==> config.mk <==
export PLATFORM = sky130hd
export DESIGN_NAME = motor_gear_direction_sequencer_top_flat
export DESIGN_NICKNAME = d
export VERILOG_FILES = /design/src/rtl/mgds_pkg.sv /design/src/rtl/mgds_if.sv /design/src/rtl/motor_gear_direction_sequencer_top.sv /design/src/rtl/mgds_step.sv /design/src/rtl/mgds_outq.sv /design/src/flat_wrapper.sv
export VERILOG_INCLUDE_DIRS = /design/src /design/src/rtl
export SDC_FILE = /design/constraint.sdc
export NUM_CORES = 1
export LEC_CHECK = 0
export ABC_AREA = 0
export BUFFER_PORTS_ARGS = -buffer_cell sky130_fd_sc_hd__buf_2
export CORE_MARGIN = 3
export CORE_UTILIZATION = 53
export DETAILED_ROUTE_END_ITERATION = 8
export MAX_ROUTING_LAYER = met4
export PLACE_DENSITY = 0.72
export SYNTH_ARGS = -nofsm -noshare
export SYNTH_HDL_FRONTEND = slang
export SYNTH_SLANG_ARGS = --single-unit
export TNS_END_PERCENT = 30
==> constraint.sdc <==
create_clock -name clk_i -period 4.55 [get_ports clk_i]
set_input_delay 0.91 -clock clk_i [delete_from_list [all_inputs] [get_ports clk_i]]
set_output_delay 0.91 -clock clk_i [all_outputs]
set_load 0.02 [all_outputs]
==> src/rtl/motor_gear_direction_sequencer_top_defines.svh <==
// Assertion macros for the motor gear and direction sequencer.
// Included by the RTL top, which checks its own logic; no other dependencies.
`ifndef MOTOR_GEAR_DIRECTION_SEQUENCER_TOP_DEFINES_SVH
`define MOTOR_GEAR_DIRECTION_SEQUENCER_TOP_DEFINES_SVH

// Condition that must hold at every clock edge outside reset.
`define MGDS_ASSERT_ALWAYS(label, cond, msg) \
  label: assert property (@(posedge clk_i) disable iff (!rst_ni) (cond)) else $error(msg);

// Consequence that must hold in the cycle after the trigger.
`define MGDS_ASSERT_NEXT(label, trig, cons, msg) \
  label: assert property (@(posedge clk_i) disable iff (!rst_ni) (trig) |=> (cons)) \
    else $error(msg);

`endif

==> src/rtl/mgds_pkg.sv <==
// Shared types and constants for the motor gear and direction sequencer.
// No dependencies; the RTL modules and the command and result interfaces import this package.
package mgds_pkg;

  // Highest gear magnitude accepted by a run beat
  localparam int unsigned GEAR_MAX = 3;

  typedef logic signed [4:0] gear_t;

  localparam logic [4:0] GEAR_MAG_MAX = 5'(GEAR_MAX);
  localparam gear_t GEAR_LIMIT = gear_t'(GEAR_MAX);
  localparam gear_t GEAR_LIMIT_NEG = -gear_t'(GEAR_MAX);

  // Configuration reset values
  localparam logic [15:0] DIR_DELAY_RESET = 16'd500;
  localparam logic [15:0] RESET_PULSE_RESET = 16'd200;
  localparam logic [5:0] SPEED_CODES_RESET = 6'd57;

  typedef enum logic [1:0] {
    OP_RUN         = 2'd0,
    OP_FAULT_RESET = 2'd1,
    OP_TICK        = 2'd2
  } opcode_e;

  typedef enum logic [1:0] {
    ST_OK         = 2'd0,
    ST_RANGE      = 2'd1,
    ST_NO_REVERSE = 2'd2
  } status_e;

  typedef enum logic [2:0] {
    CFG_DIR_DELAY      = 3'd0,
    CFG_RESET_PULSE    = 3'd1,
    CFG_SPEED_CODES    = 3'd2,
    CFG_SPEED_IO_EN    = 3'd3,
    CFG_REVERSE_FITTED = 3'd4
  } cfg_idx_e;

  // Output pin levels
  typedef struct packed {
    logic rst;
    logic sp2;
    logic sp1;
    logic rev;
    logic fwd;
  } pins_t;

  typedef struct packed {
    gear_t       applied;
    gear_t       pending;
    logic [15:0] dir_timer;
    logic [15:0] reset_timer;
    logic        reset_active;
    pins_t       pins;
  } state_t;

  typedef struct packed {
    logic [15:0] dir_delay;
    logic [15:0] reset_pulse;
    logic [5:0]  speed_codes;
    logic        speed_io_en;
    logic        reverse_fitted;
  } cfg_t;

  typedef struct packed {
    logic    fwd_on;
    logic    rev_on;
    logic    speed_bit_one;
    logic    speed_bit_two;
    logic    reset_on;
    status_e status;
    gear_t   gear_now;
    gear_t   gear_waiting;
  } result_t;

endpackage

==> src/rtl/mgds_if.sv <==
// Handshake channels of the sequencer: command in, result out, config write.
// Depends on mgds_pkg for the gear type.
interface mgds_in_if;
  import mgds_pkg::*;
  logic        valid;
  logic        ready;
  logic [1:0]  opcode;
  gear_t       gear_request;
  logic [7:0]  elapsed_ms;

  modport source (output valid, output opcode, output gear_request, output elapsed_ms,
                  input ready);
  modport sink (input valid, input opcode, input gear_request, input elapsed_ms,
                output ready);
endinterface

interface mgds_out_if;
  import mgds_pkg::*;
  logic        valid;
  logic        ready;
  logic        fwd_on;
  logic        rev_on;
  logic        speed_bit_one;
  logic        speed_bit_two;
  logic        reset_on;
  logic [1:0]  status;
  gear_t       gear_now;
  gear_t       gear_waiting;

  modport source (output valid, output fwd_on, output rev_on, output speed_bit_one,
                  output speed_bit_two, output reset_on, output status,
                  output gear_now, output gear_waiting, input ready);
  modport sink (input valid, input fwd_on, input rev_on, input speed_bit_one,
                input speed_bit_two, input reset_on, input status,
                input gear_now, input gear_waiting, output ready);
endinterface

interface mgds_cfg_if;
  logic        valid;
  logic        ready;
  logic [2:0]  index;
  logic [15:0] data;

  modport source (output valid, output index, output data, input ready);
  modport sink (input valid, input index, input data, output ready);
endinterface

==> src/rtl/motor_gear_direction_sequencer_top.sv <==
// Top level of the motor gear and direction sequencer: state and config registers.
// Depends on mgds_pkg, mgds_if, mgds_step, mgds_outq and the assertion macros.
//
//   channel  dir  handshake          payload
//   in_i     in   valid / ready      opcode, gear_request, elapsed_ms
//   out_o    out  valid / ready      fwd_on .. reset_on, status, gear_now, gear_waiting
//   cfg_i    in   valid / ready      index, data
//
// One command beat per cycle while in_i.ready is high; its result leaves the queue
// the next cycle at the earliest. The state update is one pass through mgds_step,
// registered on accept. The two-entry result queue lets two results wait before
// in_i.ready drops. cfg_i is always ready; a write takes effect at the next clock edge.
// Reset restores the configuration defaults and stops all outputs.
`include "motor_gear_direction_sequencer_top_defines.svh"

module motor_gear_direction_sequencer_top
  import mgds_pkg::*;
(
  input  logic        clk_i,
  input  logic        rst_ni,
  mgds_in_if.sink     in_i,
  mgds_out_if.source  out_o,
  mgds_cfg_if.sink    cfg_i
);

  state_t  state_q;
  state_t  state_d;
  state_t  step_state;
  result_t step_result;
  cfg_t    cfg_q;
  cfg_t    cfg_d;
  logic    q_full;
  logic    in_acc;
  logic    cfg_acc;

  assign in_i.ready = ~q_full;
  assign cfg_i.ready = 1'b1;
  assign in_acc = in_i.valid & in_i.ready;
  assign cfg_acc = cfg_i.valid & cfg_i.ready;

  mgds_step u_step (
    .state_i  (state_q),
    .cfg_i    (cfg_q),
    .opcode_i (in_i.opcode),
    .gear_i   (in_i.gear_request),
    .elapsed_i(in_i.elapsed_ms),
    .state_o  (step_state),
    .result_o (step_result)
  );

  mgds_outq u_outq (
    .clk_i  (clk_i),
    .rst_ni (rst_ni),
    .push_i (in_acc),
    .data_i (step_result),
    .full_o (q_full),
    .out_o  (out_o)
  );

  // Config writes; speed register writes drop both speed levels
  always_comb begin
    cfg_d = cfg_q;
    state_d = in_acc ? step_state : state_q;
    if (cfg_acc) begin
      case (cfg_idx_e'(cfg_i.index))
        CFG_DIR_DELAY: cfg_d.dir_delay = cfg_i.data;
        CFG_RESET_PULSE: cfg_d.reset_pulse = cfg_i.data;
        CFG_SPEED_CODES: begin
          cfg_d.speed_codes = cfg_i.data[5:0];
          state_d.pins.sp1 = 1'b0;
          state_d.pins.sp2 = 1'b0;
        end
        CFG_SPEED_IO_EN: begin
          cfg_d.speed_io_en = cfg_i.data[0];
          state_d.pins.sp1 = 1'b0;
          state_d.pins.sp2 = 1'b0;
        end
        CFG_REVERSE_FITTED: cfg_d.reverse_fitted = cfg_i.data[0];
        default: begin
        end
      endcase
    end
  end

  always_ff @(posedge clk_i or negedge rst_ni) begin
    if (!rst_ni) begin
      cfg_q.dir_delay <= DIR_DELAY_RESET;
      cfg_q.reset_pulse <= RESET_PULSE_RESET;
      cfg_q.speed_codes <= SPEED_CODES_RESET;
      cfg_q.speed_io_en <= 1'b0;
      cfg_q.reverse_fitted <= 1'b1;
      state_q <= '0;
    end else begin
      cfg_q <= cfg_d;
      state_q <= state_d;
    end
  end

  // A pending gear only exists while the run outputs are dropped
  `MGDS_ASSERT_ALWAYS(a_pending_stopped,
    state_q.pending == '0 || (!state_q.pins.fwd && !state_q.pins.rev && state_q.applied == '0),
    "pending gear while run outputs are driven")
  // Reset pin follows the pulse tracker
  `MGDS_ASSERT_ALWAYS(a_reset_pin_tracks,
    state_q.pins.rst == state_q.reset_active, "reset pin out of step with pulse state")
  // Applied gear stays within range
  `MGDS_ASSERT_ALWAYS(a_gear_in_range,
    state_q.applied <= GEAR_LIMIT && state_q.applied >= GEAR_LIMIT_NEG,
    "applied gear out of range")
  // Every accepted command beat yields a waiting result
  `MGDS_ASSERT_NEXT(a_result_follows, in_acc, out_o.valid,
    "no result after an accepted command")

endmodule

==> src/rtl/mgds_step.sv <==
// Next-state and result logic for one command beat of the sequencer.
// Purely combinational; depends on mgds_pkg.
module mgds_step
  import mgds_pkg::*;
(
  input  state_t      state_i,
  input  cfg_t        cfg_i,
  input  logic [1:0]  opcode_i,
  input  gear_t       gear_i,
  input  logic [7:0]  elapsed_i,
  output state_t      state_o,
  output result_t     result_o
);

  // Magnitude of a gear, 16 fits in five unsigned bits
  function automatic logic [4:0] gear_mag(gear_t g);
    return g[4] ? 5'(-g) : 5'(g);
  endfunction

  // Speed code for a gear magnitude, zero where the code lies above the field
  function automatic logic [1:0] speed_code(logic [4:0] mag, logic [5:0] codes);
    logic [5:0] sh;
    logic [5:0] shifted;
    sh = {mag - 5'd1, 1'b0};
    shifted = codes >> sh;
    return (sh < 6'd6) ? shifted[1:0] : 2'b00;
  endfunction

  // Drop run outputs; speed levels only when the speed pins are driven
  function automatic pins_t drop_pins(pins_t p, cfg_t c);
    pins_t r;
    r = p;
    if (c.speed_io_en) begin
      r.sp1 = 1'b0;
      r.sp2 = 1'b0;
    end
    r.fwd = 1'b0;
    r.rev = 1'b0;
    return r;
  endfunction

  // Drive pins for a nonzero gear
  function automatic pins_t apply_pins(pins_t p, gear_t g, cfg_t c);
    pins_t      r;
    logic [4:0] mag;
    logic [1:0] code;
    r = p;
    mag = gear_mag(g);
    code = speed_code(mag, c.speed_codes);
    if (c.speed_io_en && mag >= 5'd1 && mag <= GEAR_MAG_MAX) begin
      r.sp1 = code[0];
      r.sp2 = code[1];
    end
    if (!g[4] && g != '0) begin
      r.rev = 1'b0;
      r.fwd = 1'b1;
    end else begin
      r.fwd = 1'b0;
      if (c.reverse_fitted) begin
        r.rev = 1'b1;
      end
    end
    return r;
  endfunction

  logic [16:0] dir_sum;
  logic [16:0] rst_sum;
  logic [15:0] dir_sat;
  logic [15:0] rst_sat;
  state_t      nxt;
  status_e     status;

  // Saturating timer sums for a tick
  assign dir_sum = {1'b0, state_i.dir_timer} + {9'd0, elapsed_i};
  assign rst_sum = {1'b0, state_i.reset_timer} + {9'd0, elapsed_i};
  assign dir_sat = dir_sum[16] ? 16'hFFFF : dir_sum[15:0];
  assign rst_sat = rst_sum[16] ? 16'hFFFF : rst_sum[15:0];

  // Update state for the beat
  always_comb begin
    nxt = state_i;
    status = ST_OK;
    case (opcode_i)
      OP_RUN: begin
        if (gear_mag(gear_i) > GEAR_MAG_MAX) begin
          status = ST_RANGE;
        end else if (gear_i[4] && !cfg_i.reverse_fitted) begin
          status = ST_NO_REVERSE;
        end else if (gear_i == '0) begin
          nxt.pins = drop_pins(state_i.pins, cfg_i);
          nxt.applied = '0;
          nxt.pending = '0;
        end else if (state_i.pending != '0 && state_i.pending[4] == gear_i[4]) begin
          nxt.pending = gear_i;
        end else begin
          nxt.pending = '0;
          if (state_i.applied != '0 && state_i.applied[4] != gear_i[4]) begin
            // Reversal: stop now, hold the new gear until the delay runs out
            nxt.pins = drop_pins(state_i.pins, cfg_i);
            nxt.applied = '0;
            nxt.pending = gear_i;
            nxt.dir_timer = '0;
          end else begin
            nxt.pins = apply_pins(state_i.pins, gear_i, cfg_i);
            nxt.applied = gear_i;
          end
        end
      end
      OP_FAULT_RESET: begin
        nxt.pins = drop_pins(state_i.pins, cfg_i);
        nxt.pins.rst = 1'b1;
        nxt.applied = '0;
        nxt.pending = '0;
        nxt.reset_timer = '0;
        nxt.reset_active = 1'b1;
      end
      OP_TICK: begin
        nxt.dir_timer = dir_sat;
        nxt.reset_timer = rst_sat;
        if (state_i.reset_active && rst_sat >= cfg_i.reset_pulse) begin
          nxt.pins.rst = 1'b0;
          nxt.reset_active = 1'b0;
        end
        if (state_i.pending != '0 && dir_sat >= cfg_i.dir_delay) begin
          nxt.pins = apply_pins(nxt.pins, state_i.pending, cfg_i);
          nxt.applied = state_i.pending;
          nxt.pending = '0;
        end
      end
      default: begin
      end
    endcase
  end

  assign state_o = nxt;

  // Result shows levels after the beat
  assign result_o.fwd_on = nxt.pins.fwd;
  assign result_o.rev_on = nxt.pins.rev & cfg_i.reverse_fitted;
  assign result_o.speed_bit_one = nxt.pins.sp1;
  assign result_o.speed_bit_two = nxt.pins.sp2;
  assign result_o.reset_on = nxt.pins.rst;
  assign result_o.status = status;
  assign result_o.gear_now = nxt.applied;
  assign result_o.gear_waiting = nxt.pending;

endmodule

==> src/rtl/mgds_outq.sv <==
// Two-entry result queue that decouples the command side from the result side.
// Depends on mgds_pkg and the mgds_out_if channel.
module mgds_outq
  import mgds_pkg::*;
(
  input  logic            clk_i,
  input  logic            rst_ni,
  input  logic            push_i,
  input  result_t         data_i,
  output logic            full_o,
  mgds_out_if.source      out_o
);

  result_t     mem_q [2];
  logic        wr_ptr_q;
  logic        wr_ptr_d;
  logic        rd_ptr_q;
  logic        rd_ptr_d;
  logic [1:0]  cnt_q;
  logic [1:0]  cnt_d;
  logic        pop;
  result_t     head;

  assign pop = out_o.valid & out_o.ready;
  assign full_o = (cnt_q == 2'd2);

  // Advance pointers and count
  always_comb begin
    wr_ptr_d = push_i ? ~wr_ptr_q : wr_ptr_q;
    rd_ptr_d = pop ? ~rd_ptr_q : rd_ptr_q;
    cnt_d = cnt_q + {1'b0, push_i} - {1'b0, pop};
  end

  always_ff @(posedge clk_i or negedge rst_ni) begin
    if (!rst_ni) begin
      wr_ptr_q <= 1'b0;
      rd_ptr_q <= 1'b0;
      cnt_q <= 2'd0;
    end else begin
      wr_ptr_q <= wr_ptr_d;
      rd_ptr_q <= rd_ptr_d;
      cnt_q <= cnt_d;
    end
  end

  // Hold result beats
  always_ff @(posedge clk_i) begin
    if (push_i) begin
      mem_q[wr_ptr_q] <= data_i;
    end
  end

  assign head = mem_q[rd_ptr_q];
  assign out_o.valid = (cnt_q != 2'd0);
  assign out_o.fwd_on = head.fwd_on;
  assign out_o.rev_on = head.rev_on;
  assign out_o.speed_bit_one = head.speed_bit_one;
  assign out_o.speed_bit_two = head.speed_bit_two;
  assign out_o.reset_on = head.reset_on;
  assign out_o.status = head.status;
  assign out_o.gear_now = head.gear_now;
  assign out_o.gear_waiting = head.gear_waiting;

endmodule

==> src/flat_wrapper.sv <==
// flat-port wrapper written by rule: the top's interface ports become plain ports
module motor_gear_direction_sequencer_top_flat import mgds_pkg::*;
  (clk_i, rst_ni, in_i_valid, in_i_opcode, in_i_gear_request, in_i_elapsed_ms, in_i_ready, out_o_valid, out_o_fwd_on, out_o_rev_on, out_o_speed_bit_one, out_o_speed_bit_two, out_o_reset_on, out_o_status, out_o_gear_now, out_o_gear_waiting, out_o_ready, cfg_i_valid, cfg_i_index, cfg_i_data, cfg_i_ready);
  mgds_in_if in_i_i ();
  mgds_out_if out_o_i ();
  mgds_cfg_if cfg_i_i ();
  input  logic clk_i;
  input  logic rst_ni;
  input wire logic [$bits(in_i_i.valid)-1:0] in_i_valid;
  input wire logic [$bits(in_i_i.opcode)-1:0] in_i_opcode;
  input wire logic [$bits(in_i_i.gear_request)-1:0] in_i_gear_request;
  input wire logic [$bits(in_i_i.elapsed_ms)-1:0] in_i_elapsed_ms;
  output wire logic [$bits(in_i_i.ready)-1:0] in_i_ready;
  output wire logic [$bits(out_o_i.valid)-1:0] out_o_valid;
  output wire logic [$bits(out_o_i.fwd_on)-1:0] out_o_fwd_on;
  output wire logic [$bits(out_o_i.rev_on)-1:0] out_o_rev_on;
  output wire logic [$bits(out_o_i.speed_bit_one)-1:0] out_o_speed_bit_one;
  output wire logic [$bits(out_o_i.speed_bit_two)-1:0] out_o_speed_bit_two;
  output wire logic [$bits(out_o_i.reset_on)-1:0] out_o_reset_on;
  output wire logic [$bits(out_o_i.status)-1:0] out_o_status;
  output wire logic [$bits(out_o_i.gear_now)-1:0] out_o_gear_now;
  output wire logic [$bits(out_o_i.gear_waiting)-1:0] out_o_gear_waiting;
  input wire logic [$bits(out_o_i.ready)-1:0] out_o_ready;
  input wire logic [$bits(cfg_i_i.valid)-1:0] cfg_i_valid;
  input wire logic [$bits(cfg_i_i.index)-1:0] cfg_i_index;
  input wire logic [$bits(cfg_i_i.data)-1:0] cfg_i_data;
  output wire logic [$bits(cfg_i_i.ready)-1:0] cfg_i_ready;
  assign in_i_i.valid = in_i_valid;
  assign in_i_i.opcode = in_i_opcode;
  assign in_i_i.gear_request = in_i_gear_request;
  assign in_i_i.elapsed_ms = in_i_elapsed_ms;
  assign in_i_ready = in_i_i.ready;
  assign out_o_valid = out_o_i.valid;
  assign out_o_fwd_on = out_o_i.fwd_on;
  assign out_o_rev_on = out_o_i.rev_on;
  assign out_o_speed_bit_one = out_o_i.speed_bit_one;
  assign out_o_speed_bit_two = out_o_i.speed_bit_two;
  assign out_o_reset_on = out_o_i.reset_on;
  assign out_o_status = out_o_i.status;
  assign out_o_gear_now = out_o_i.gear_now;
  assign out_o_gear_waiting = out_o_i.gear_waiting;
  assign out_o_i.ready = out_o_ready;
  assign cfg_i_i.valid = cfg_i_valid;
  assign cfg_i_i.index = cfg_i_index;
  assign cfg_i_i.data = cfg_i_data;
  assign cfg_i_ready = cfg_i_i.ready;
  motor_gear_direction_sequencer_top u_core (.clk_i(clk_i), .rst_ni(rst_ni), .in_i(in_i_i), .out_o(out_o_i), .cfg_i(cfg_i_i));
endmodule
Word level (Yosys, flattened, before mapping)
Memory sizes are Yosys's and may differ from the RTL's. Index checks and enable logic that the tools add are counted.

Register bits after elaboration: 92. Bits in latches: 0. Memory bits (writable): 34. ROM bits: 0. Input port bits: 39. Output and inout port bits: 20. Memories: 1.

Memories: u_core.u_outq.mem_q (words 2, width 17, read ports 1, clocked after Yosys merged registers in 0, wr ports 1, RTL line mgds_outq.sv:14) `result_t mem_q [2];`.

$add $sub $neg: 8. $mul: 0. Divide/modulo/power cells: 0. Order comparisons: 9. Equality and inequality tests: 15. Shift operators: 2. Muxes and demuxes: 41. Bitwise gates (word level): 6. Reduce and logical (&&, ||, !) cells: 32.

Operators by type and width (number): $mux W16 (4); $mux W26 (2); $add A16 B8 Y17 (2); $pmux W17 S2 (1); $ge A16 B16 Y1 (2); $pmux W16 S2 (1); $pmux W10 S3 (1); $mux W4 (7); $mux W2 (13); $mux W5 (5); $mux W21 (1); $mux W10 (2); $pmux W5 S3 (1); $reduce_bool A5 Y1 (3); $lt A6 B3 Y1 const B (2); $ne A2 B2 Y1 const B (6); $reduce_and A2 Y1 (6); $shr A6 B6 Y2 (2); $logic_and A1 B1 Y1 (11); $ge A5 B1 Y1 const B (2); $le A5 B2 Y1 const B (2); $neg A5 Y5 (2); $sub A5 B1 Y5 const B (2); $reduce_and A7 Y1 (1); 20 further kinds (32).

Logic depth before layout (Yosys ltp)
Gate-level depths: netlist of the first run.

Depth after elaboration: 15. Mapped depth: 17.

Cells and area by module
From an unflattened synthesis of the first run, not the netlist that was laid out.

Cells, all modules: 944. Area total of the unflattened synthesis: 8742.1 um^2.

Modules (own cells, without submodules): mgds_step (instances 1, cells each 577, area an instance 3877.5 um^2, sequential area each 0.0 um^2); motor_gear_direction_sequencer_top (instances 1, cells each 297, area an instance 3387.0 um^2, sequential area each 2219.6 um^2); mgds_outq (instances 1, cells each 70, area an instance 1477.7 um^2, sequential area each 1121.1 um^2).

Worst setup path before layout of the first run
No wires, ideal clock.

Kind: in2reg. Start: input port in_i_elapsed_ms[0]. End: register u_core.state_q[38] (netlist name). Arrival: 4.652 ns. Setup slack: -0.223 ns. Stages: 16. Buffers on the path: 1. Cell sequence: ha_1 > fa_1 > a21oi_1 > o2111ai_1 > nand2_1 > or3_1 > clkbuf_1 > nand2_1 > ha_1 > nand2_1 > nor3_1 > a21oi_1 > o211ai_1 > a21oi_1 > or3_1 > a32o_1.

Word-level cells in the longest chain between the ends: 6.

RTL lines: start, declared (RTL line flat_wrapper.sv:12) `input wire logic [$bits(in_i_i.elapsed_ms)-1:0] in_i_elapsed_ms;`; $add A16 B8 Y17 (RTL line mgds_step.sv:74) `assign dir_sum = {1'b0, state_i.dir_timer} + {9'd0, elapsed_i};`; $mux W16 (RTL line mgds_step.sv:76) `assign dir_sat = dir_sum[16] ? 16'hFFFF : dir_sum[15:0];`; $ge A16 B16 Y1 (RTL line mgds_step.sv:124) `if (state_i.pending != '0 && dir_sat >= cfg_i.dir_delay) begin`; $logic_and A1 B1 Y1 (RTL line mgds_step.sv:124); $mux W10 (RTL line mgds_step.sv:124); $pmux W10 S3 (RTL line mgds_step.sv:83) `case (opcode_i)`; end signal, assigned (RTL line motor_gear_direction_sequencer_top.sv:95) `state_q <= state_d;`; end, declared (RTL line motor_gear_direction_sequencer_top.sv:26) `state_t state_q;`.

No other way between the ends. A chain may end at the register's enable or synchronous reset.

==> flow_metrics.py, run 1 <==
metrics = {
    "synth": {
        "ys_warn_count": 0,
        "synth.most_common_cell": "nand2_1",
        "syn-instance-count": 889,
        "synth_common_cells": "108 x nand2_1, 79 x o21ai_0, 78 x dfrtp_1",
        "yosysUniqueCellTypes": 76,
        "yosys_most_used_dff": "dfrtp_1",
        "synth_edf_count": 34,
        "synthArstFlopShare_pct": 73.0,
        "yosysTopAreaCellShare_pct": 23.8,
        "ys_seq_area_share_pct": 40.7,
        "syn_area_sq_um": 8200,
        "synth.area.top_cells": "dfrtp_1 24%, edfxtp_1 12%, ha_1 9.2%, nand2_1 4.9%, o21ai_0 4.8%",
        "syn_nets": 990,
        "synth-seq-cells": 126,
        "synth_top_area_cell": "dfrtp_1",
        "syn_area_per_cell_sq_um": 9.22,
    },
    "sta": {
        "period_minus_slack_ns": 4.29,
        "rsz0062_at_grt": "false",
        "maxSlewViolCount": 0,
        "tns_ns": 0,
        "relSlewSlack_pct": 40.5,
        "tightest_slew_ns": 0.891,
        "whs_ns": 0.365,
        "timing.fmax_ghz": 0.233,
        "finalClockSkew_ns": 0.00905,
        "setup_viol": 0,
        "fin_crit_sh_pct": 94.3,
        "finalHoldViolations": 0,
    },
    "setup_path": {
        "cp-start-kind": "input port",
        "required_ns": 4.71,
        "cpPeakStageDelay_ns": 0.45,
        "r2r_end": "u_core.state_q[2]",
        "rrSetupSlack_ns": 0.44,
        "crit_slowest_cell": "o41a_1",
        "worstRegToRegCells": 16,
        "crit_family": "compound AO/OA/AOI/OAI gates",
        "crit_path_cell_trace": "buf_2 > buf_4 > ha_1 > fa_1 > a21oi_1 > o211ai_1 > o41a_1 > nand3_1 > mux2_2 > ha_1 > nand4_1 > a211oi_2 > a221oi_1 > o21ai_0 > a31oi_1 > o311ai_1 > nand3_1",
        "rr_startpoint": "u_core.state_q[22]",
        "worst-path-buf-inv": 2,
        "cp-end-kind": "flop",
        "startpoint": "in_i_elapsed_ms[0]",
        "worstPathMaxFanout": 7,
        "crit_arrival_ns": 4.45,
        "crit_type": "in -> reg",
    },
    "route": {
        "drc": 0,
        "num_vias": 7093,
        "antenna_left": 0,
        "dr.pass1.iters": 6,
        "vias_per_cell": 5.96,
        "avgRoutedWirePerCell_um": 17.7,
        "drt_wl_total_um": 21100,
        "drtIter0Drc": 578,
    },
    "final_layout": {
        "fin_cells": 1190,
        "final_cell_area_sq_um": 9690,
        "fillCellCount": 1186,
        "drive_above_1_share_pct": 22.8,
        "nNetsFinal": 1094,
        "areaGrowthSynthToFinish_pct": 18.2,
        "n_antenna_cell": 0,
        "post-route-util_pct": 65.5,
    },
    "global_route": {
        "grt_pass1_vias": 6628,
        "grt_start_max_net_pins": 42,
        "antenna_found_initial": 0,
        "grt-ovfl-total": 0,
        "grtUsageTotal_pct": 26.6,
        "grt_pass1_wl_um": 34000,
    },
    "die": {
        "io_pins": 59,
        "die_area_sq_um": 17000,
        "die_y_um": 130,
        "core_area_sq_um": 14800,
        "start_util_pct": 55.4,
        "fp.dieW_um": 130,
        "row_count": 44,
    },
    "outcome": {
        "run_status": "complete, no violations",
    },
    "placed_design": {
        "post-place-cells": 1158,
        "gp_congestion": 0.968,
        "hpwl_um": 15400,
        "postPlaceCellArea_sq_um": 9090,
        "portBuffers": 57,
    },
    "power_and_ir_drop": {
        "power.share.switching_pct": 38.1,
        "peakVddDrop_uv": 344,
        "switchingPower_mw": 1.91,
        "clockPowerShare_pct": 26.0,
        "p_per_area_nw_per_um2": 516,
        "combPwrFrac_pct": 39.8,
        "p_int_mw": 3.10,
        "p_leak_nw": 4.43,
        "power_frac_seq_pct": 34.1,
    },
    "cts": {
        "cts_tree": "built",
        "cts_hold_buf": 0,
        "clk_pin_slew_worst_paths_ns": 0.06,
        "cts_made_buffers": 17,
        "insertion_delay_ns": 0.43,
        "cts.sinks": 126,
        "h-tree-depth": 4,
        "clockBufferDepth": 2,
        "root_buffer": "clkbuf_16",
    },
    "hold_path": {
        "hp-class": "in -> async",
    },
    "job": {
        "maxCapViolCount": 0,
    },
}
==> worst reg2reg max path, delay by kind of cell, from the launching register on <==
kind                       cells  cell delay (ns)
AOI/OAI and AO/OA              7             1.51
adders and majority gates      3             0.94
buffers and inverters          1             0.14
DFF                            1             0.41
and+or+nand+nor                5             1.00
==> worst max path at each step <==
stage	end	slack, ns	depth (start not counted)
6_report	u_core.u_outq.mem_q[0][12]	0.26	17
5_1_grt	u_core.u_outq.mem_q[0][12]	0.02	18
4_1_cts	u_core.u_outq.mem_q[0][12]	0.09	18
3_5_place_dp	u_core.u_outq.mem_q[0][12]	-0.32	18
3_3_place_gp	u_core.u_outq.mem_q[0][12]	-0.21	18
2_1_floorplan	u_core.state_q[2]	0.02	16
==> metrics by stage <==
| step | setup WS [ns] | power (mW) |
|---|---|---|
| finish | 0.260 | 5.00 |
| CTS | 0.0950 | 4.99 |
| global placement | -0.208 | 3.63 |
| global route | 0.0177 | 5.35 |
| floorplan | 0.0155 | 3.02 |
| detailed placement | -0.324 | 3.67 |
==> sequential cells by signal, summed over array words and instances, names as in the netlist <==
| signal | count |
|---|---|
| u_core.cfg_q | 40 |
| u_core.state_q | 48 |
| u_core.u_outq.cnt_q | 2 |
| u_core.u_outq.mem_q | 34 |
| u_core.u_outq.rd_ptr_q | 1 |
| u_core.u_outq.wr_ptr_q | 1 |
==> power by group through the flow <==
stage / logic, mW / clock network (mW) / registers, mW
global placement: 1.92 / 0 / 1.71
CTS: 1.97 / 1.32 / 1.70
detailed placement: 1.95 / 0 / 1.72
finish: 1.99 / 1.30 / 1.71
floorplan: 1.40 / 0 / 1.62
global route: 2.24 / 1.38 / 1.74
==> cell type report <==
| type | count | area, sq um | area share [%] |
|---|---|---|---|
| Multi-Input combinational cell | 667 | 4550 | 47.0 |
| Sequential cell | 126 | 3340 | 34.5 |
| Timing Repair Buffer | 123 | 783 | 8.08 |
| Clock buffer | 17 | 425 | 4.39 |
| Tap cell | 184 | 230 | 2.37 |
| Inverter | 58 | 218 | 2.25 |
| Clock inverter | 15 | 144 | 1.48 |
==> repair_timing <==
action / CTS / global route
buffers inserted: 0 / 0
setup endpoints to repair: 0 / 32
gates resized for setup: 0 / 11
==> cells in the final DEF, fill, tap and decap left out, types with 10 or more instances in the layout <==
cell       count
a21o_1        15
a21oi_1       44
a22o_1        11
a31oi_1       13
and3_1        11
buf_2         56
buf_4         67
clkbuf_16     17
dfrtp_1       78
dfstp_2       14
edfxtp_1      34
ha_1          59
inv_1         57
mux2_2        32
nand2_1      107
nand2b_1      17
nand3_1       31
nor2_1        56
nor3_1        14
o21ai_0       77
xnor2_1       15
xor2_1        10
==> logic make-up after synthesis <==
logic type | after synthesis | synth area share [%]
xor+xnor | 25 | 2.67
buf+inv | 96 | 4.59
flops | 126 | 40.7
fa+ha+maj | 62 | 9.64
other cells | 1 | 0.0457
compound gates | 247 | 19.7
simple gates | 291 | 17.1
mux | 41 | 5.54
==> metal layers <==
metal / vias to the layer above / GRT usage [%] / part of all wire, %
met3: 34 / 5.53 / 7.0
met2: 243 / 39.3 / 45
met4: 0 / 9.07 / 2.1
li1: 3430 / - / -
met1: 3386 / 36.8 / 45
met5: - / - / 0
Power figures use the tool's default switching activity.
==> run 2: changes to the inputs <==
- REMOVE_ABC_BUFFERS: not set -> 1
==> run 2 against run 1 <==
  * Setup slack got worse by 0.046 ns
  * Wire length decreased by 1.9%
  * Via count increased by 0.62%
  * Worst hold slack improved by 0.12 ns
  * Highest routed layer unchanged
==> flow_metrics.py, run 2 (synthesis gave the netlist of run 1 again) <==
metrics = {
    "route": {
        "drc": 0,
        "antenna_left": 0,
        "drt_wl_total_um": 20700,
        "vias_per_cell": 5.93,
        "drtIter0Drc": 536,
        "num_vias": 7137,
        "avgRoutedWirePerCell_um": 17.2,
        "dr.pass1.iters": 5,
    },
    "power_and_ir_drop": {
        "p_leak_nw": 4.52,
        "peakVddDrop_uv": 302,
        "p_per_area_nw_per_um2": 526,
        "total_power_mw": 5.18,
    },
    "job": {
        "maxCapViolCount": 0,
    },
    "hold_path": {
        "holdPathStages": 2,
        "hold_path.startpoint": "u_core.state_q[26]",
        "holdPathEnd": "u_core.state_q[26]",
        "hp-class": "reg -> reg",
    },
    "die": {
        "start_util_pct": 55.4,
        "io_pins": 59,
        "die_y_um": 130,
        "die_area_sq_um": 17000,
        "fp.dieW_um": 130,
        "row_count": 44,
        "core_area_sq_um": 14800,
    },
    "cts": {
        "h-tree-depth": 4,
        "cts_made_buffers": 17,
        "cts.sinks": 126,
        "insertion_delay_ns": 0.42,
        "clockBufferDepth": 2,
        "clk_pin_slew_worst_paths_ns": 0.06,
        "root_buffer": "clkbuf_16",
        "cts_tree": "built",
    },
    "global_route": {
        "grt_pass1_vias": 6666,
        "antenna_found_initial": 0,
        "grt_start_max_net_pins": 76,
        "grtUsageTotal_pct": 25.9,
        "grt_pass1_wl_um": 33800,
        "grt-ovfl-total": 0,
    },
    "placed_design": {
        "gp_congestion": 0.955,
        "post-place-cells": 1169,
        "pre_cts_ws_ns": -0.323,
        "portBuffers": 57,
        "hpwl_um": 15000,
    },
    "setup_path": {
        "startpoint": "in_i_elapsed_ms[0]",
        "cp-end-kind": "flop",
        "cpPeakStageDelay_ns": 0.50,
        "rr_startpoint": "u_core.state_q[6]",
        "required_ns": 4.82,
        "rrSetupSlack_ns": 0.45,
        "worstRegToRegCells": 17,
        "cp-start-kind": "input port",
        "crit_path_cell_trace": "buf_2 > ha_1 > fa_1 > a21oi_2 > o211ai_1 > o41a_1 > nor2b_1 > nor3b_2 > nor2_1 > ha_1 > a21o_1 > a21o_1 > a221oi_1 > o21ai_0 > a31oi_2 > o311ai_1 > buf_4 > nand3_1",
        "crit_slowest_cell": "o41a_1",
        "crit_type": "in -> reg",
        "worstPathMaxFanout": 6,
        "r2r_end": "u_core.u_outq.mem_q[0][12]",
        "crit_arrival_ns": 4.61,
    },
    "final_layout": {
        "n_antenna_cell": 0,
        "drive_above_1_share_pct": 23.6,
        "largest_reg_flops": 48,
        "fin_cells": 1203,
        "final_common_cell": "nand2_1",
        "reg.largest.list": "u_core.state_q x48, u_core.cfg_q x40, u_core.u_outq.mem_q x34",
        "largest-register": "u_core.state_q",
        "layout_common_cells": "108 x nand2_1, 80 x buf_4, 78 x dfrtp_1",
        "nNetsFinal": 1107,
        "post-route-util_pct": 66.4,
        "areaGrowthSynthToFinish_pct": 20.0,
        "fillCellCount": 1198,
    },
    "sta": {
        "fin_crit_sh_pct": 95.3,
        "tightest_slew_ns": 0.974,
        "period_minus_slack_ns": 4.34,
        "relSlewSlack_pct": 35.1,
        "maxSlewViolCount": 0,
        "finalHoldViolations": 0,
        "timing.fmax_ghz": 0.231,
        "setup_viol": 0,
        "finalClockSkew_ns": 0.00701,
        "setup_ws_ns": 0.214,
    },
    "outcome": {
        "run_status": "complete, no violations",
    },
}
[run 2: per-stage QoR]
step	hold WS [ns]	instance area, sq um	TNS (ns)
finish	0.486	9840	0
detailed placement	0.475	9150	-5.48
global route	0.516	9840	-0.0369
global placement	0.455	9150	-2.43
CTS	0.490	9770	0
floorplan	0.443	8040	-0.695
[run 2: worst max path at each step]
stage	slack (ns)	end
4_1_cts	0.08	u_core.u_outq.mem_q[0][12]
6_report	0.21	u_core.u_outq.mem_q[0][12]
3_3_place_gp	-0.27	u_core.u_outq.mem_q[0][12]
2_1_floorplan	-0.09	u_core.state_q[38]
3_5_place_dp	-0.32	u_core.u_outq.mem_q[0][12]
5_1_grt	-0.02	u_core.u_outq.mem_q[0][12]
[run 2: critical path, delay by kind of cell]
kind / cells / cell delay [ns]
buf+inv: 2 / 0.27
fa+ha+maj: 3 / 0.95
compound gates: 9 / 1.93
simple gates: 4 / 0.54
[run 2: what timing repair did]
item / CTS / global route
resized for setup: 0 / 14
endpoints found under the setup margin: 0 / 36
buffers inserted: 0 / 2
hold buffers: 0 / 0
[run 2: power by group]
| group | leakage, nW | switching, mW | total (mW) | internal [mW] |
|---|---|---|---|---|
| clock | 0.302 | 0.590 | 1.43 | 0.840 |
| combinational | 2.74 | 1.11 | 2.03 | 0.922 |
| sequential | 1.48 | 0.223 | 1.71 | 1.49 |
[run 2: cell type report]
type	instances	area, sq um	share of cell area [%]
Sequential cell	126	3340	34.0
Clock buffer	17	425	4.32
Timing Repair Buffer	136	881	8.95
Clock inverter	15	193	1.96
Inverter	58	218	2.21
Tap cell	184	230	2.34
Multi-Input combinational cell	667	4550	46.3
[run 2: metal layers]
layer	track usage, %	vias to the layer above	part of all wire, %
li1	-	3460	-
met1	36.0	3409	47
met2	39.5	240	45
met3	4.59	28	6.3
met4	7.26	0	1.5
met5	-	-	0
==> run 3: changes to the inputs <==
- SYNTH_HIERARCHICAL: not set -> 1
==> run 3 against run 2 <==
  * Sequential power is essentially flat
  * Worst hold slack lost 0.0078 ns
  * Clock power shrank 8%
==> flow_metrics.py, run 3 <==
metrics = {
    "outcome": {
        "run_status": "complete, no violations",
    },
    "final_layout": {
        "areaGrowthSynthToFinish_pct": 18.0,
        "reg.largest.list": "u_core/state_q x48, u_core/cfg_q x40, u_core/u_outq/mem_q x34",
        "largest-register": "u_core/state_q",
        "nNetsFinal": 1143,
        "drive_above_1_share_pct": 29.2,
        "n_antenna_cell": 0,
        "final_common_cell": "nand2_1",
        "layout_common_cells": "192 x nand2_1, 78 x buf_4, 78 x dfrtp_1",
        "fin_cells": 1270,
        "largest_reg_flops": 48,
        "post-route-util_pct": 64.5,
    },
    "cts": {
        "cts_tree": "built",
        "insertion_delay_ns": 0.42,
        "cts_made_buffers": 17,
        "cts.sinks": 126,
        "clk_pin_slew_worst_paths_ns": 0.06,
        "root_buffer": "clkbuf_16",
        "h-tree-depth": 4,
        "clockBufferDepth": 2,
    },
    "setup_path": {
        "cp-endpoint": "u_core/u_outq/mem_q[1][12]",
        "cp-start-kind": "input port",
        "startpoint": "in_i_elapsed_ms[0]",
        "required_ns": 4.70,
        "worstPathMaxFanout": 6,
        "crit_arrival_ns": 4.61,
        "r2r_end": "u_core/u_outq/mem_q[1][2]",
        "cp-end-kind": "flop",
        "rr_startpoint": "u_core/state_q[22]",
        "worstRegToRegCells": 18,
        "crit_type": "in -> reg",
        "rrSetupSlack_ns": 0.32,
    },
    "sta": {
        "tightest_slew_ns": 1.18,
        "finalHoldViolations": 0,
        "relSlewSlack_pct": 21.1,
        "setup_ws_ns": 0.0909,
        "finalClockSkew_ns": 0.00604,
        "period_minus_slack_ns": 4.46,
        "setup_viol": 0,
        "tns_ns": 0,
        "rsz0062_at_grt": "true",
        "timing.fmax_ghz": 0.224,
        "fin_crit_sh_pct": 98.0,
        "maxSlewViolCount": 0,
    },
    "global_route": {
        "grt-ovfl-total": 0,
        "grt_start_max_net_pins": 70,
        "grt_pass1_wl_um": 34900,
        "grt_pass1_vias": 6997,
        "grtUsageTotal_pct": 25.1,
        "antenna_found_initial": 0,
    },
    "die": {
        "row_count": 46,
        "die_y_um": 134,
        "core_area_sq_um": 16000,
        "io_pins": 59,
        "start_util_pct": 54.6,
        "die_area_sq_um": 18100,
        "fp.dieW_um": 134,
    },
    "hold_path": {
        "hp-class": "reg -> reg",
    },
    "synth": {
        "synth_top_family_by_area": "simple AND/OR/NAND/NOR gates",
        "synth.most_common_cell": "nand2_1",
        "syn_area_sq_um": 8740,
        "ys_seq_area_share_pct": 38.2,
        "synthSimpleGateAreaFrac_pct": 17.8,
        "synth.area.top_cells": "dfrtp_1 22%, edfxtp_1 12%, ha_1 8.7%, nand2_1 8.4%, mux2_2 7.1%",
        "syn_area_per_cell_sq_um": 9.26,
        "yosys_most_used_dff": "dfrtp_1",
        "syn-instance-count": 944,
        "synth-xor-area-share_pct": 2.81,
        "synth_top_area_cell": "dfrtp_1",
        "synth-seq-cells": 126,
        "yosysUniqueCellTypes": 77,
        "synthArstFlopShare_pct": 73.0,
        "synth-compound-area-share_pct": 15.5,
        "ys_warn_count": 6,
        "yosysTopAreaCellShare_pct": 22.3,
        "synth_fa_ha_area_share_pct": 9.19,
        "synthMuxAreaShare_pct": 9.63,
        "synth_common_cells": "195 x nand2_1, 78 x dfrtp_1, 63 x inv_1",
        "synth_edf_count": 34,
    },
    "route": {
        "num_vias": 7208,
        "avgRoutedWirePerCell_um": 17.2,
        "vias_per_cell": 5.68,
        "drt_wl_total_um": 21800,
        "drtIter0Drc": 522,
        "antenna_left": 0,
        "drc": 0,
        "dr.pass1.iters": 6,
    },
    "placed_design": {
        "post-place-cells": 1234,
        "gp_congestion": 0.969,
        "hpwl_um": 15700,
        "portBuffers": 57,
        "pre_cts_ws_ns": -0.577,
    },
    "power_and_ir_drop": {
        "p_per_area_nw_per_um2": 525,
        "peakVddDrop_uv": 334,
        "p_leak_nw": 4.87,
    },
    "job": {
        "maxCapViolCount": 0,
    },
}
-- run 3: cell count changes after synthesis, moves of 8 or more --
cell      change
mux2_4       +10
nor2b_1      +10
o21ai_0      -56
nor2_1       -12
a31o_2        +8
clkbuf_1      -8
nand3_1      -12
nand2_1      +87
mux2_2       +23
buf_4        +13
buf_2         +9
-- run 3: through the flow --
step / cell area [sq um] / hold slack, ns / total power [mW]
floorplan: 8390 / 0.446 / 3.09
global placement: 9510 / 0.468 / 3.86
detailed placement: 9510 / 0.478 / 3.92
CTS: 10100 / 0.483 / 5.29
global route: 10300 / 0.510 / 5.77
finish: 10300 / 0.479 / 5.41
-- run 3: worst min-delay path by stage --
stage                           start                      to  slack [ns]  cells after the start
4_1_cts        u_core/u_outq/wr_ptr_q  u_core/u_outq/wr_ptr_q        0.48                      1
3_5_place_dp   u_core/u_outq/wr_ptr_q  u_core/u_outq/wr_ptr_q        0.48                      1
3_3_place_gp   u_core/u_outq/wr_ptr_q  u_core/u_outq/wr_ptr_q        0.47                      1
5_1_grt        u_core/u_outq/wr_ptr_q  u_core/u_outq/wr_ptr_q        0.51                      1
6_report       u_core/u_outq/wr_ptr_q  u_core/u_outq/wr_ptr_q        0.48                      1
2_1_floorplan       u_core/state_q[4]       u_core/state_q[4]        0.45                      2
-- run 3: critical path, cell delays in order --
cell and delay (ns):
buf_2 0.11, buf_4 0.13, ha_1 0.20, fa_2 0.35
a21o_1 0.20, a21oi_2 0.14, nor2b_1 0.07, o311a_1 0.41
o211a_4 0.29, nand3_1 0.11, mux2_2 0.38, ha_1 0.30
nand4_1 0.14, nor2_1 0.16, nand2_1 0.06, o21ai_0 0.06
a31oi_1 0.05, buf_4 0.15, a221o_1 0.37
-- run 3: layout make-up --
type | instances | area (sq um)
clock buffers | 17 | 425
clock inverters | 15 | 148
fillers | 1321 | 5680
inverters | 64 | 240
multi-input cells | 696 | 5000
flip-flops and latches | 126 | 3340
well taps | 216 | 270
repair buffers | 136 | 888
-- run 3: layer usage --
layer / vias up / share of wire (%) / global-route usage (%)
met5: - / 0 / -
met3: 37 / 4.0 / 4.16
met4: 0 / 2.4 / 8.65
li1: 3509 / - / -
met2: 191 / 49 / 41.3
met1: 3471 / 44 / 31.6
-- run 3: timing repair --
| item | 4_1_cts | 5_1_grt |
|---|---|---|
| pin swaps | 1 | 24 |
| resized for setup | 5 | 39 |
| buffers inserted | 0 | 4 |
| endpoints found under the setup margin | 31 | 40 |
| hold buffers | 0 | 0 |
-- run 3: kinds of logic after synthesis --
| group | count (synthesis) |
|---|---|
| flops | 126 |
| fa+ha+maj | 63 |
| simple gates | 341 |
| other cells | 1 |
| compound gates | 192 |
| mux | 71 |
| xor+xnor | 28 |
| buf+inv | 122 |
-- run 3: power by group --
part	internal, mW	switching, mW	total (mW)	leakage, nW
Clock	0.801	0.519	1.32	0.270
Sequential	1.47	0.226	1.70	1.48
Combinational	1.15	1.25	2.40	3.12
